==> src/rtl/lbpg_pkg.sv <==
// Package: shared constants, key and config codes, and controller state type.
package lbpg_pkg;

  localparam int unsigned DEF_MAX_COLS = 64;
  localparam int unsigned DEF_MAX_ROWS = 64;

  localparam int unsigned CELL_W     = 64;
  localparam int unsigned ROW_IDX_W  = 6;
  localparam int unsigned CURSOR_W   = 6;
  localparam int unsigned KEY_W      = 8;
  localparam int unsigned SIZE_W     = 7;
  localparam int unsigned GEN_W      = 16;
  localparam int unsigned CFG_IDX_W  = 2;
  localparam int unsigned CFG_DATA_W = 16;

  localparam logic [KEY_W-1:0] KEY_UP    = 8'h77;
  localparam logic [KEY_W-1:0] KEY_DOWN  = 8'h73;
  localparam logic [KEY_W-1:0] KEY_LEFT  = 8'h61;
  localparam logic [KEY_W-1:0] KEY_RIGHT = 8'h64;
  localparam logic [KEY_W-1:0] KEY_PEN   = 8'h78;

  localparam logic KIND_KEY    = 1'b0;
  localparam logic KIND_FINISH = 1'b1;

  localparam logic [CFG_IDX_W-1:0] CFG_WIDTH  = 2'd0;
  localparam logic [CFG_IDX_W-1:0] CFG_HEIGHT = 2'd1;
  localparam logic [CFG_IDX_W-1:0] CFG_GENS   = 2'd2;

  localparam logic [SIZE_W-1:0] RST_WIDTH  = 7'd64;
  localparam logic [SIZE_W-1:0] RST_HEIGHT = 7'd64;
  localparam logic [GEN_W-1:0]  RST_GENS   = 16'd0;

  typedef enum logic [2:0] {
    S_IDLE,
    S_GEN,
    S_DUMP_RD,
    S_DUMP_LD,
    S_DUMP_WAIT
  } lbpg_state_e;

endpackage

==> src/rtl/lbpg_row_rule.sv <==
// Life rule for one row: bit-sliced neighbor count from the three-row window.
module lbpg_row_rule import lbpg_pkg::*; #(
  parameter int unsigned MAX_COLS = DEF_MAX_COLS
) (
  input  logic [MAX_COLS-1:0] up_i,
  input  logic [MAX_COLS-1:0] mid_i,
  input  logic [MAX_COLS-1:0] dn_i,
  input  logic [MAX_COLS-1:0] col_mask_i,
  output logic [MAX_COLS-1:0] next_o
);

  logic [MAX_COLS-1:0] nb [8];
  logic [MAX_COLS-1:0] s0, s1, s2, c0, c1;

  always_comb begin
    nb[0] = (up_i << 1) & col_mask_i;
    nb[1] = up_i;
    nb[2] = up_i >> 1;
    nb[3] = (mid_i << 1) & col_mask_i;
    nb[4] = mid_i >> 1;
    nb[5] = (dn_i << 1) & col_mask_i;
    nb[6] = dn_i;
    nb[7] = dn_i >> 1;
    s0 = '0;
    s1 = '0;
    s2 = '0;
    c0 = '0;
    c1 = '0;
    for (int i = 0; i < 8; i++) begin
      c0 = s0 & nb[i];
      s0 = s0 ^ nb[i];
      c1 = s1 & c0;
      s1 = s1 ^ c0;
      s2 = s2 ^ c1;
    end
    next_o = ((s0 & s1 & ~s2) | (mid_i & ~s0 & s1 & ~s2)) & col_mask_i;
  end

endmodule

==> config.mk <==
export PLATFORM = sky130hd
export DESIGN_NAME = lbpg_row_rule
export DESIGN_NICKNAME = d
export VERILOG_FILES = /design/src/rtl/lbpg_pkg.sv /design/src/rtl/lbpg_row_rule.sv
export SDC_FILE = /design/constraint.sdc
export NUM_CORES = 1
export LEC_CHECK = 0
export CORE_ASPECT_RATIO = 0.6
export CORE_MARGIN = 2
export CORE_UTILIZATION = 59
export DETAILED_ROUTE_END_ITERATION = 16
export DONT_BUFFER_PORTS = 1
export GPL_TIMING_DRIVEN = 0
export PLACE_DENSITY = 0.78
export SKIP_LAST_GASP = 1
export SLEW_MARGIN = 20
export SYNTH_ARGS = -nofsm -noshare
export SYNTH_HDL_FRONTEND = slang
export SYNTH_SLANG_ARGS = --single-unit
export TNS_END_PERCENT = 20
==> constraint.sdc <==
create_clock -name vclk -period 6.52
set_clock_uncertainty 0.2 [all_clocks]
set_input_delay 0.978 -clock vclk [all_inputs]
set_output_delay 0.978 -clock vclk [all_outputs]
set_load 0.01 [all_outputs]
Yosys cells after proc, flatten, opt, wreduce, memory -nomap -nowiden
Cells that the tools add are included.

cells by class
  bitwise logic cells = 43

operators by type and width
  kind                           count
  AND 64 bit                     19
  bitwise XOR 64 bit             15
  AND 64 x 63 -> 64 bit          3
  bitwise XOR 64 x 63 -> 64 bit  3
  NOT 64 bit                     2
  OR 64 bit                      1

storage, ports and cells
  bits in registers = 0
  word-level logic and storage cells = 43
  bits of input ports = 256

Longest topological paths before layout
Gate-level depths: netlist of run 1.

  depth after elaboration = 14
  depth in mapped cells = 15

Least setup slack after synthesis of run 1
Ideal clock, no wire load.

  path type = input-to-output
  from = input up_i[59]
  to = output next_o[60]
  path buffers = 0
  data arrival time = 3,983 ps
  slack = 1,359 ps
  stages on the path = 15
  data required time = 5,342 ps
  cells stage by stage = and2_1 > inv_1 > fa_1 > inv_1 > ha_1 > inv_1 > fa_1 > inv_1 > ha_1 > ha_1 > ha_1 > ha_1 > xnor3_1 > xnor2_1 > nor2_1

on the way
  cells in the longest elaborated chain, start to end = 14
  elaborated cells between the ends (all ways) = 41

RTL lines
  element                                                                        line                                      source
  start: declaration                                                             lbpg_row_rule.sv:5                        input logic [MAX_COLS-1:0] up_i,
  AND 64 bit (*)                                                                 lbpg_row_rule.sv:16                       nb[0] = (up_i << 1) & col_mask_i;
  bitwise XOR 64 bit                                                             lbpg_row_rule.sv:31                       s0 = s0 ^ nb[i];
  AND 64 x 63 -> 64 bit / bitwise XOR 64 x 63 -> 64 bit (equally long branches)  lbpg_row_rule.sv:30, lbpg_row_rule.sv:31
  bitwise XOR 64 bit, or another cell as far along                               lbpg_row_rule.sv:33                       s1 = s1 ^ c0;
  AND 64 bit, or another cell as far along                                       lbpg_row_rule.sv:32                       c1 = s1 & c0;
  bitwise XOR 64 bit, or another cell as far along (4 in a row)                  lbpg_row_rule.sv:34                       s2 = s2 ^ c1;
  bitwise XOR 64 bit / AND 64 bit (equally long branches)                        lbpg_row_rule.sv:34, lbpg_row_rule.sv:36
  NOT 64 bit / AND 64 bit (equally long branches)                                lbpg_row_rule.sv:36                       next_o = ((s0 & s1 & ~s2) | (mid_i & ~s0 & s1 & ~s2)) & col_mask_i;
  AND 64 bit                                                                     lbpg_row_rule.sv:36
  OR 64 bit (*)                                                                  lbpg_row_rule.sv:36
  AND 64 bit (*)                                                                 lbpg_row_rule.sv:36
  end: declaration                                                               lbpg_row_rule.sv:9                        output logic [MAX_COLS-1:0] next_o

Every way passes the cells marked *; elsewhere a longest branch is shown, timed or not.

Final worst setup path of run 1
  from = input col_mask_i[25]
  to = output next_o[25]

on the way
  cells in the longest elaborated chain, start to end = 14
  elaborated cells between the ends (all ways) = 43

RTL lines
  element                                                                        line                                      source
  start: declaration                                                             lbpg_row_rule.sv:8                        input logic [MAX_COLS-1:0] col_mask_i,
  AND 64 bit                                                                     lbpg_row_rule.sv:16
  bitwise XOR 64 bit                                                             lbpg_row_rule.sv:31
  AND 64 x 63 -> 64 bit / bitwise XOR 64 x 63 -> 64 bit (equally long branches)  lbpg_row_rule.sv:30, lbpg_row_rule.sv:31
  bitwise XOR 64 bit, or another cell as far along                               lbpg_row_rule.sv:33
  AND 64 bit, or another cell as far along                                       lbpg_row_rule.sv:32
  bitwise XOR 64 bit, or another cell as far along (4 in a row)                  lbpg_row_rule.sv:34
  bitwise XOR 64 bit / AND 64 bit (equally long branches)                        lbpg_row_rule.sv:34, lbpg_row_rule.sv:36
  NOT 64 bit / AND 64 bit (equally long branches)                                lbpg_row_rule.sv:36
  AND 64 bit                                                                     lbpg_row_rule.sv:36
  OR 64 bit                                                                      lbpg_row_rule.sv:36
  AND 64 bit (*)                                                                 lbpg_row_rule.sv:36

Marked as above.

==> flow_summary.html, run 1 <==
<table>
<tr><th>Metric</th><th>Value</th></tr>
<tr><th colspan="2">Outcome</th></tr>
<tr><td>Outcome</td><td>completed</td></tr>
<tr><th colspan="2">Logic synthesis</th></tr>
<tr><td>Average cell area after synthesis</td><td>10.4 sq um</td></tr>
<tr><td>Instance count of the mapped netlist</td><td>1774</td></tr>
<tr><td>Netlist area before placement</td><td>18500 sq um</td></tr>
<tr><td>Yosys warning total</td><td>0</td></tr>
<tr><td>Sequential fraction of the synthesis area</td><td>0%</td></tr>
<tr><td>Nets in the synthesized netlist</td><td>2850</td></tr>
<tr><td>Synth cell types</td><td>11</td></tr>
<tr><th colspan="2">Floorplan</th></tr>
<tr><td>Number of top-level pins</td><td>320</td></tr>
<tr><td>Full die area</td><td>32800 sq um</td></tr>
<tr><td>Starting Density</td><td>59.6%</td></tr>
<tr><td>Row count</td><td>50</td></tr>
<tr><td>Die Height</td><td>141 um</td></tr>
<tr><td>X dimension of the die</td><td>232 um</td></tr>
<tr><td>Floorplan Core Area</td><td>31000 sq um</td></tr>
<tr><th colspan="2">Placed design</th></tr>
<tr><td>Hpwl dp</td><td>34.5 mm</td></tr>
<tr><td>Final weighted congestion in routability-driven placement</td><td>0.881</td></tr>
<tr><td>PortBufs</td><td>0</td></tr>
<tr><td>Cell count after placement</td><td>2190</td></tr>
<tr><td>Cell area after placement</td><td>19000 sq um</td></tr>
<tr><th colspan="2">Critical path</th></tr>
<tr><td>Type of element capturing the critical path</td><td>primary output</td></tr>
<tr><td>CP required</td><td>5.34 ns</td></tr>
<tr><td>Max Fanout on Critical Path</td><td>4</td></tr>
<tr><td>Data arrival time of the worst path</td><td>4.18 ns</td></tr>
<tr><td>Startpoint type of the worst setup path</td><td>input pin</td></tr>
<tr><td>Critical Setup Path Class</td><td>input pin to primary output</td></tr>
<tr><th colspan="2">Detailed routing</th></tr>
<tr><td>Vias after detailed routing</td><td>11200</td></tr>
<tr><td>Initial DRC Count</td><td>207</td></tr>
<tr><td>First-pass iteration count of the detailed router</td><td>4</td></tr>
<tr><td>Final wirelength</td><td>35.4 mm</td></tr>
<tr><td>Routed met1 length</td><td>15.8 mm</td></tr>
<tr><td>Uppermost metal layer occupied by signal nets</td><td>met4</td></tr>
<tr><td>Post-route DRC violation count</td><td>0</td></tr>
<tr><td>Met3 WL post-DR</td><td>1.74 mm</td></tr>
<tr><td>Remaining antenna violation count after routing</td><td>0</td></tr>
<tr><td>Routed WL per cell</td><td>16.1 um</td></tr>
<tr><td>Met2 wirelength from detailed routing</td><td>16.7 mm</td></tr>
<tr><td>Average via count per standard cell</td><td>5.11</td></tr>
<tr><th colspan="2">Final layout</th></tr>
<tr><td>Area occupied by multi-input gates</td><td>16800 sq um</td></tr>
<tr><td>Count of flip-flops and latches</td><td>0</td></tr>
<tr><td>Area Overhead vs Synth</td><td>2.82%</td></tr>
<tr><td>FF/Latch Area</td><td>0 sq um</td></tr>
<tr><td>Cell area after layout</td><td>19000 sq um</td></tr>
<tr><td>NumNets Final</td><td>2852</td></tr>
<tr><td>Final Non-Filler Cells</td><td>2190</td></tr>
<tr><td>Inserted Diodes</td><td>0</td></tr>
<tr><td>Fin util</td><td>61.3%</td></tr>
<tr><td>Clock Buffer Count</td><td>0</td></tr>
<tr><td>Fraction of final layout cells sized beyond drive strength 1</td><td>3.49%</td></tr>
<tr><td>Filler Cells Inserted</td><td>2606</td></tr>
<tr><th colspan="2">Global route</th></tr>
<tr><td>Largest net degree at the start of global routing</td><td>5</td></tr>
<tr><td>Initial antenna violation count</td><td>1</td></tr>
<tr><td>Total global-route track usage</td><td>22.3%</td></tr>
<tr><td>Number of global-route vias before repair</td><td>12200</td></tr>
<tr><td>Wire length of the first global-routing pass</td><td>59.7 mm</td></tr>
<tr><td>Total congestion overflow</td><td>0</td></tr>
<tr><th colspan="2">Timing</th></tr>
<tr><td>Sum of negative setup slack</td><td>0 ns</td></tr>
<tr><td>Min Clock Period, post-route</td><td>5.36 ns</td></tr>
<tr><td>Max transition margin</td><td>65.0%</td></tr>
<tr><td>Number of setup violations in the final report</td><td>0</td></tr>
<tr><td>Share of the cycle needed by the critical path after routing</td><td>82.2%</td></tr>
<tr><td>RSZ-0062 raised after global routing</td><td>false</td></tr>
<tr><td>Transition time of the tightest slew-check pin</td><td>0.523 ns</td></tr>
<tr><td>Hold Vio Cnt, Final</td><td>0</td></tr>
<tr><td>Fmax</td><td>187 MHz</td></tr>
<tr><td>Slew Viols, Final</td><td>0</td></tr>
<tr><th colspan="2">Power and ir drop</th></tr>
<tr><td>Peak VDD IR</td><td>0.116 mV</td></tr>
<tr><td>Register share of total power</td><td>0%</td></tr>
<tr><td>Psw</td><td>1.35 mW</td></tr>
<tr><td>Leakage power summed over all cells</td><td>10.5 nW</td></tr>
<tr><td>Part of the total power dissipated in combinational logic</td><td>100.0%</td></tr>
<tr><td>Power density of the placed cells</td><td>150 nW/um^2</td></tr>
<tr><td>Clock power share</td><td>0%</td></tr>
<tr><td>Net Sw Frac</td><td>47.4%</td></tr>
<tr><td>Internal power</td><td>1.49 mW</td></tr>
<tr><th colspan="2">Worst hold path</th></tr>
<tr><td>Type of the tightest min-delay check</td><td>input pin to primary output</td></tr>
<tr><td>Terminating pin of the worst hold path</td><td>next_o[50]</td></tr>
<tr><td>Number of stages on the worst hold path</td><td>2</td></tr>
<tr><td>Worst min-delay path startpoint</td><td>col_mask_i[50]</td></tr>
<tr><th colspan="2">Job</th></tr>
<tr><td>Total of max-cap violations</td><td>0</td></tr>
<tr><th colspan="2">Clocking</th></tr>
<tr><td>Post-cts gate resize count</td><td>0</td></tr>
<tr><td>Hold buffer count at cts</td><td>0</td></tr>
<tr><td>Post-CTS Setup Bufs</td><td>0</td></tr>
</table>
## cells in the final DEF (no fill, tap or decap), drive strengths merged
cell type	count
inv	449
xnor3	62
nand2	2
fa	128
and2	187
a211oi	1
nor2	64
ha	692
xnor2	125
o211ai	64
## cells in the mapped netlist (all sizes together)
| library cell | instances | area [sq um] |
|---|---|---|
| o211ai | 64 | 480 |
| inv | 449 | 1690 |
| a211oi | 1 | 7.51 |
| nand2 | 2 | 7.51 |
| xnor2 | 125 | 2260 |
| and2 | 187 | 1170 |
| xnor3 | 62 | 1400 |
| ha | 692 | 8660 |
| fa | 128 | 2560 |
| nor2 | 64 | 240 |
## through the flow
step / setup WS, ns / hold WS [ns] / total power, mW
floorplan: 1.36 / 1.88 / 2.37
global placement: 1.17 / 1.89 / 2.68
detailed placement: 1.10 / 1.89 / 2.88
CTS: 1.10 / 1.89 / 2.90
global route: 0.973 / 1.90 / 3.27
finish: 1.16 / 1.89 / 2.84
## power groups by stage
stage	clock network [mW]	logic, mW	registers, mW
finish	0	2.84	0
global route	0	3.27	0
CTS	0	2.90	0
detailed placement	0	2.88	0
global placement	0	2.68	0
floorplan	0	2.37	0
## cells by family (layout without fill, tap and decap cells)
logic type	Yosys count	in the layout	synth area share, %
buffers and inverters	449	449	9.13
adder cells (fa/ha/maj)	820	820	60.8
AND/OR/NAND/NOR	253	253	7.68
XOR/XNOR	187	187	19.8
AO/OA/AOI/OAI	65	65	2.64
## final cells by class
class | count | area share (%)
Inverter | 449 | 8.88
Multi-Input combinational cell | 1325 | 88.4
Tap cell | 416 | 2.74
## how the worst max path moves through the flow
stage	startpoint	end
after global routing	col_mask_i[33]	next_o[33]
after detailed placement	col_mask_i[10]	next_o[10]
after global placement	col_mask_i[10]	next_o[10]
final	col_mask_i[25]	next_o[25]
after floorplan	up_i[59]	next_o[60]
after CTS	col_mask_i[10]	next_o[10]
## per-layer routing
layer	up-vias	global-route usage (%)
li1	5639	-
met1	5283	29.2
met2	194	38.8
met3	67	3.07
met4	0	5.36
met5	-	0
## worst max-delay path: stages
cell	delay, ns
and2_1	0.15
inv_1	0.07
fa_1	0.40
inv_1	0.07
ha_1	0.13
inv_1	0.05
fa_1	0.53
inv_1	0.05
ha_1	0.28
ha_1	0.29
ha_1	0.28
ha_1	0.24
xnor2_4	0.14
xnor2_1	0.14
nor2_1	0.39
No activity file was read; power rests on OpenSTA's default activity.
==> run 2: changes to the inputs <==
Settings changed: PLACE_DENSITY 0.78 to 0.81.
Clock period 6.52 ns to 4.6 ns, I/O delays scaled along.
==> flow_summary.html, run 2 (synthesis gave the netlist of run 1 again) <==
<table>
<tr><th>Metric</th><th>Value</th></tr>
<tr><th colspan="2">Critical path</th></tr>
<tr><td>Worst path cell trace</td><td>and2_1, inv_1, fa_1, inv_1, ha_1, inv_1, fa_1, inv_1, ha_1, ha_1, ha_1, ha_1, xnor2_4, xnor2_1, nor2_2</td></tr>
<tr><td>Type of element capturing the critical path</td><td>primary output</td></tr>
<tr><td>Critical Setup Path Class</td><td>input pin to primary output</td></tr>
<tr><td>Number of cells on the critical path</td><td>15 (unchanged)</td></tr>
<tr><td>Data arrival time of the worst path</td><td>3.71 ns (-0.47 ns)</td></tr>
<tr><td>Critical Path Source</td><td>up_i[61]</td></tr>
<tr><td>Critical path's largest stage delay</td><td>0.52 ns (about the same)</td></tr>
<tr><td>Family with the most delay on the worst path</td><td>adder cells</td></tr>
<tr><td>Slowest CP cell</td><td>fa_1</td></tr>
<tr><td>Max Fanout on Critical Path</td><td>4 (unchanged)</td></tr>
<tr><td>Worst Path Buf+Inv</td><td>4 (unchanged)</td></tr>
<tr><td>Startpoint type of the worst setup path</td><td>input pin</td></tr>
<tr><td>Library cell appearing most often on the critical path</td><td>ha_1</td></tr>
<tr><td>Capturing instance or port of the critical path</td><td>next_o[62]</td></tr>
<tr><td>CP required</td><td>3.71 ns (-1.63 ns)</td></tr>
<tr><th colspan="2">Floorplan</th></tr>
<tr><td>Full die area</td><td>32800 sq um (unchanged)</td></tr>
<tr><td>Row count</td><td>50 (unchanged)</td></tr>
<tr><td>Number of top-level pins</td><td>320 (unchanged)</td></tr>
<tr><td>X dimension of the die</td><td>232 um (unchanged)</td></tr>
<tr><td>Die Height</td><td>141 um (unchanged)</td></tr>
<tr><td>Floorplan Core Area</td><td>31000 sq um (unchanged)</td></tr>
<tr><td>Starting Density</td><td>59.6% (unchanged)</td></tr>
<tr><th colspan="2">Job</th></tr>
<tr><td>Total of max-cap violations</td><td>0 (unchanged)</td></tr>
<tr><th colspan="2">Power and ir drop</th></tr>
<tr><td>Part of the total power dissipated in combinational logic</td><td>100.0% (about the same)</td></tr>
<tr><td>Internal power</td><td>2.61 mW (+75%)</td></tr>
<tr><td>Power density of the placed cells</td><td>242 nW/um^2 (+62%)</td></tr>
<tr><td>Psw</td><td>2.29 mW (+70%)</td></tr>
<tr><td>Leakage power summed over all cells</td><td>10.5 nW (about the same)</td></tr>
<tr><td>Clock power share</td><td>0% (unchanged)</td></tr>
<tr><td>Peak VDD IR</td><td>0.230 mV (+99%)</td></tr>
<tr><td>Final Power</td><td>4.90 mW (+73%)</td></tr>
<tr><td>Net Sw Frac</td><td>46.8% (-0.67 points)</td></tr>
<tr><td>Register share of total power</td><td>0% (unchanged)</td></tr>
<tr><th colspan="2">Timing</th></tr>
<tr><td>Fmax</td><td>217 MHz</td></tr>
<tr><td>Hold Vio Cnt, Final</td><td>0 (unchanged)</td></tr>
<tr><td>Slew Viols, Final</td><td>0 (unchanged)</td></tr>
<tr><td>Share of the cycle needed by the critical path after routing</td><td>100%</td></tr>
<tr><td>Post-Route Hold Slack</td><td>1.31 ns (-0.581 ns)</td></tr>
<tr><td>Max transition margin</td><td>70.4% (+5.4 points)</td></tr>
<tr><td>Number of setup violations in the final report</td><td>0 (unchanged)</td></tr>
<tr><td>RSZ-0062 raised after global routing</td><td>true</td></tr>
<tr><td>Transition time of the tightest slew-check pin</td><td>0.441 ns (-0.0818 ns)</td></tr>
<tr><td>Min Clock Period, post-route</td><td>4.60 ns</td></tr>
<tr><th colspan="2">Detailed routing</th></tr>
<tr><td>Initial DRC Count</td><td>240 (+16%)</td></tr>
<tr><td>Average via count per standard cell</td><td>5.19 (+1.7%)</td></tr>
<tr><td>Final wirelength</td><td>38.2 mm (+8.1%)</td></tr>
<tr><td>Post-route DRC violation count</td><td>0 (unchanged)</td></tr>
<tr><td>Routed WL per cell</td><td>17.4 um (+8.0%)</td></tr>
<tr><td>Vias after detailed routing</td><td>11400 (+1.8%)</td></tr>
<tr><td>First-pass iteration count of the detailed router</td><td>4 (unchanged)</td></tr>
<tr><td>Remaining antenna violation count after routing</td><td>0 (unchanged)</td></tr>
<tr><th colspan="2">Global route</th></tr>
<tr><td>Largest net degree at the start of global routing</td><td>5 (unchanged)</td></tr>
<tr><td>Number of global-route vias before repair</td><td>12400 (+2.3%)</td></tr>
<tr><td>Total global-route track usage</td><td>22.6% (+0.31 points)</td></tr>
<tr><td>Wire length of the first global-routing pass</td><td>60.5 mm (+1.4%)</td></tr>
<tr><td>Initial antenna violation count</td><td>0 (-1)</td></tr>
<tr><td>Total congestion overflow</td><td>0 (unchanged)</td></tr>
<tr><th colspan="2">Final layout</th></tr>
<tr><td>Area Overhead vs Synth</td><td>9.76%</td></tr>
<tr><td>Count of flip-flops and latches</td><td>0 (unchanged)</td></tr>
<tr><td>Filler Cells Inserted</td><td>2321 (-11%)</td></tr>
<tr><td>Final Non-Filler Cells</td><td>2191 (+0.046%)</td></tr>
<tr><td>Most common library cell in the layout ignoring fill and taps</td><td>ha_1</td></tr>
<tr><td>FF/Latch Area</td><td>0 sq um (unchanged)</td></tr>
<tr><td>NumNets Final</td><td>2852 (unchanged)</td></tr>
<tr><td>Cell area after layout</td><td>20300 sq um (+6.8%)</td></tr>
<tr><td>Fraction of final layout cells sized beyond drive strength 1</td><td>13.8% (+10 points)</td></tr>
<tr><td>Commonest cells after routing, fill and taps aside</td><td>591 x ha_1, 445 x inv_1, 184 x and2_1</td></tr>
<tr><td>Clock Buffer Count</td><td>0 (unchanged)</td></tr>
<tr><th colspan="2">Placed design</th></tr>
<tr><td>Cell count after placement</td><td>2190 (unchanged)</td></tr>
<tr><td>Cell area after placement</td><td>19000 sq um (unchanged)</td></tr>
<tr><td>Hpwl dp</td><td>34.6 mm (+0.34%)</td></tr>
<tr><td>PortBufs</td><td>0 (unchanged)</td></tr>
<tr><td>Final weighted congestion in routability-driven placement</td><td>0.865 (-1.8%)</td></tr>
<tr><th colspan="2">Worst hold path</th></tr>
<tr><td>Type of the tightest min-delay check</td><td>input pin to primary output</td></tr>
<tr><td>Number of stages on the worst hold path</td><td>2 (unchanged)</td></tr>
<tr><th colspan="2">Outcome</th></tr>
<tr><td>Outcome</td><td>completed</td></tr>
</table>
run 2: per-stage QoR:
step | setup TNS (ns) | utilization (%) | setup slack, ns
6_report | 0 | 65.5 | 0.000570
4_1_cts | -1.95 | 61.8 | -0.117
3_5_place_dp | -3.29 | 61.3 | -0.222
3_3_place_gp | -1.29 | 61.3 | -0.135
5_1_grt | -3.25 | 65.4 | -0.123
2_1_floorplan | 0 | - | 0.0146
run 2: area by class of cell:
type | count | area, sq um | share of cell area [%]
multi-input combinational | 1325 | 18100 | 89.1
inverter | 449 | 1690 | 8.31
tap | 416 | 520 | 2.57
antenna | 1 | 2.50 | 0.0123
run 2: how the worst min path moves through the flow:
| stage | startpoint | end | slack (ns) |
|---|---|---|---|
| global placement | col_mask_i[46] | next_o[46] | 1.32 |
| floorplan | col_mask_i[16] | next_o[16] | 1.31 |
| global route | col_mask_i[38] | next_o[38] | 1.32 |
| CTS | col_mask_i[46] | next_o[46] | 1.32 |
| detailed placement | col_mask_i[46] | next_o[46] | 1.32 |
| finish | col_mask_i[38] | next_o[38] | 1.31 |
run 2: layer usage:
layer / up-vias / share of wire (%) / track usage [%]
li1: 5647 / - / -
met1: 5502 / 45 / 30.1
met2: 179 / 49 / 39.3
met3: 53 / 4.0 / 2.59
met4: 0 / 2.5 / 5.23
met5: - / 0 / 0
run 2: power by group through the flow:
stage,Sequential (mW),Combinational (mW),Clock [mW]
5_1_grt,0,5.52,0
6_report,0,4.90,0.0000000291
2_1_floorplan,0,3.36,0
4_1_cts,0,4.19,0
3_5_place_dp,0,4.09,0
3_3_place_gp,0,3.79,0
run 2: timing repair:
action                                  CTS  global route
gates resized for setup                  23           185
endpoints found under the setup margin   49            62
buffers inserted                          0             0
endpoints found under the hold margin     0             0
hold buffers                              0             0
pin swaps                                21            51
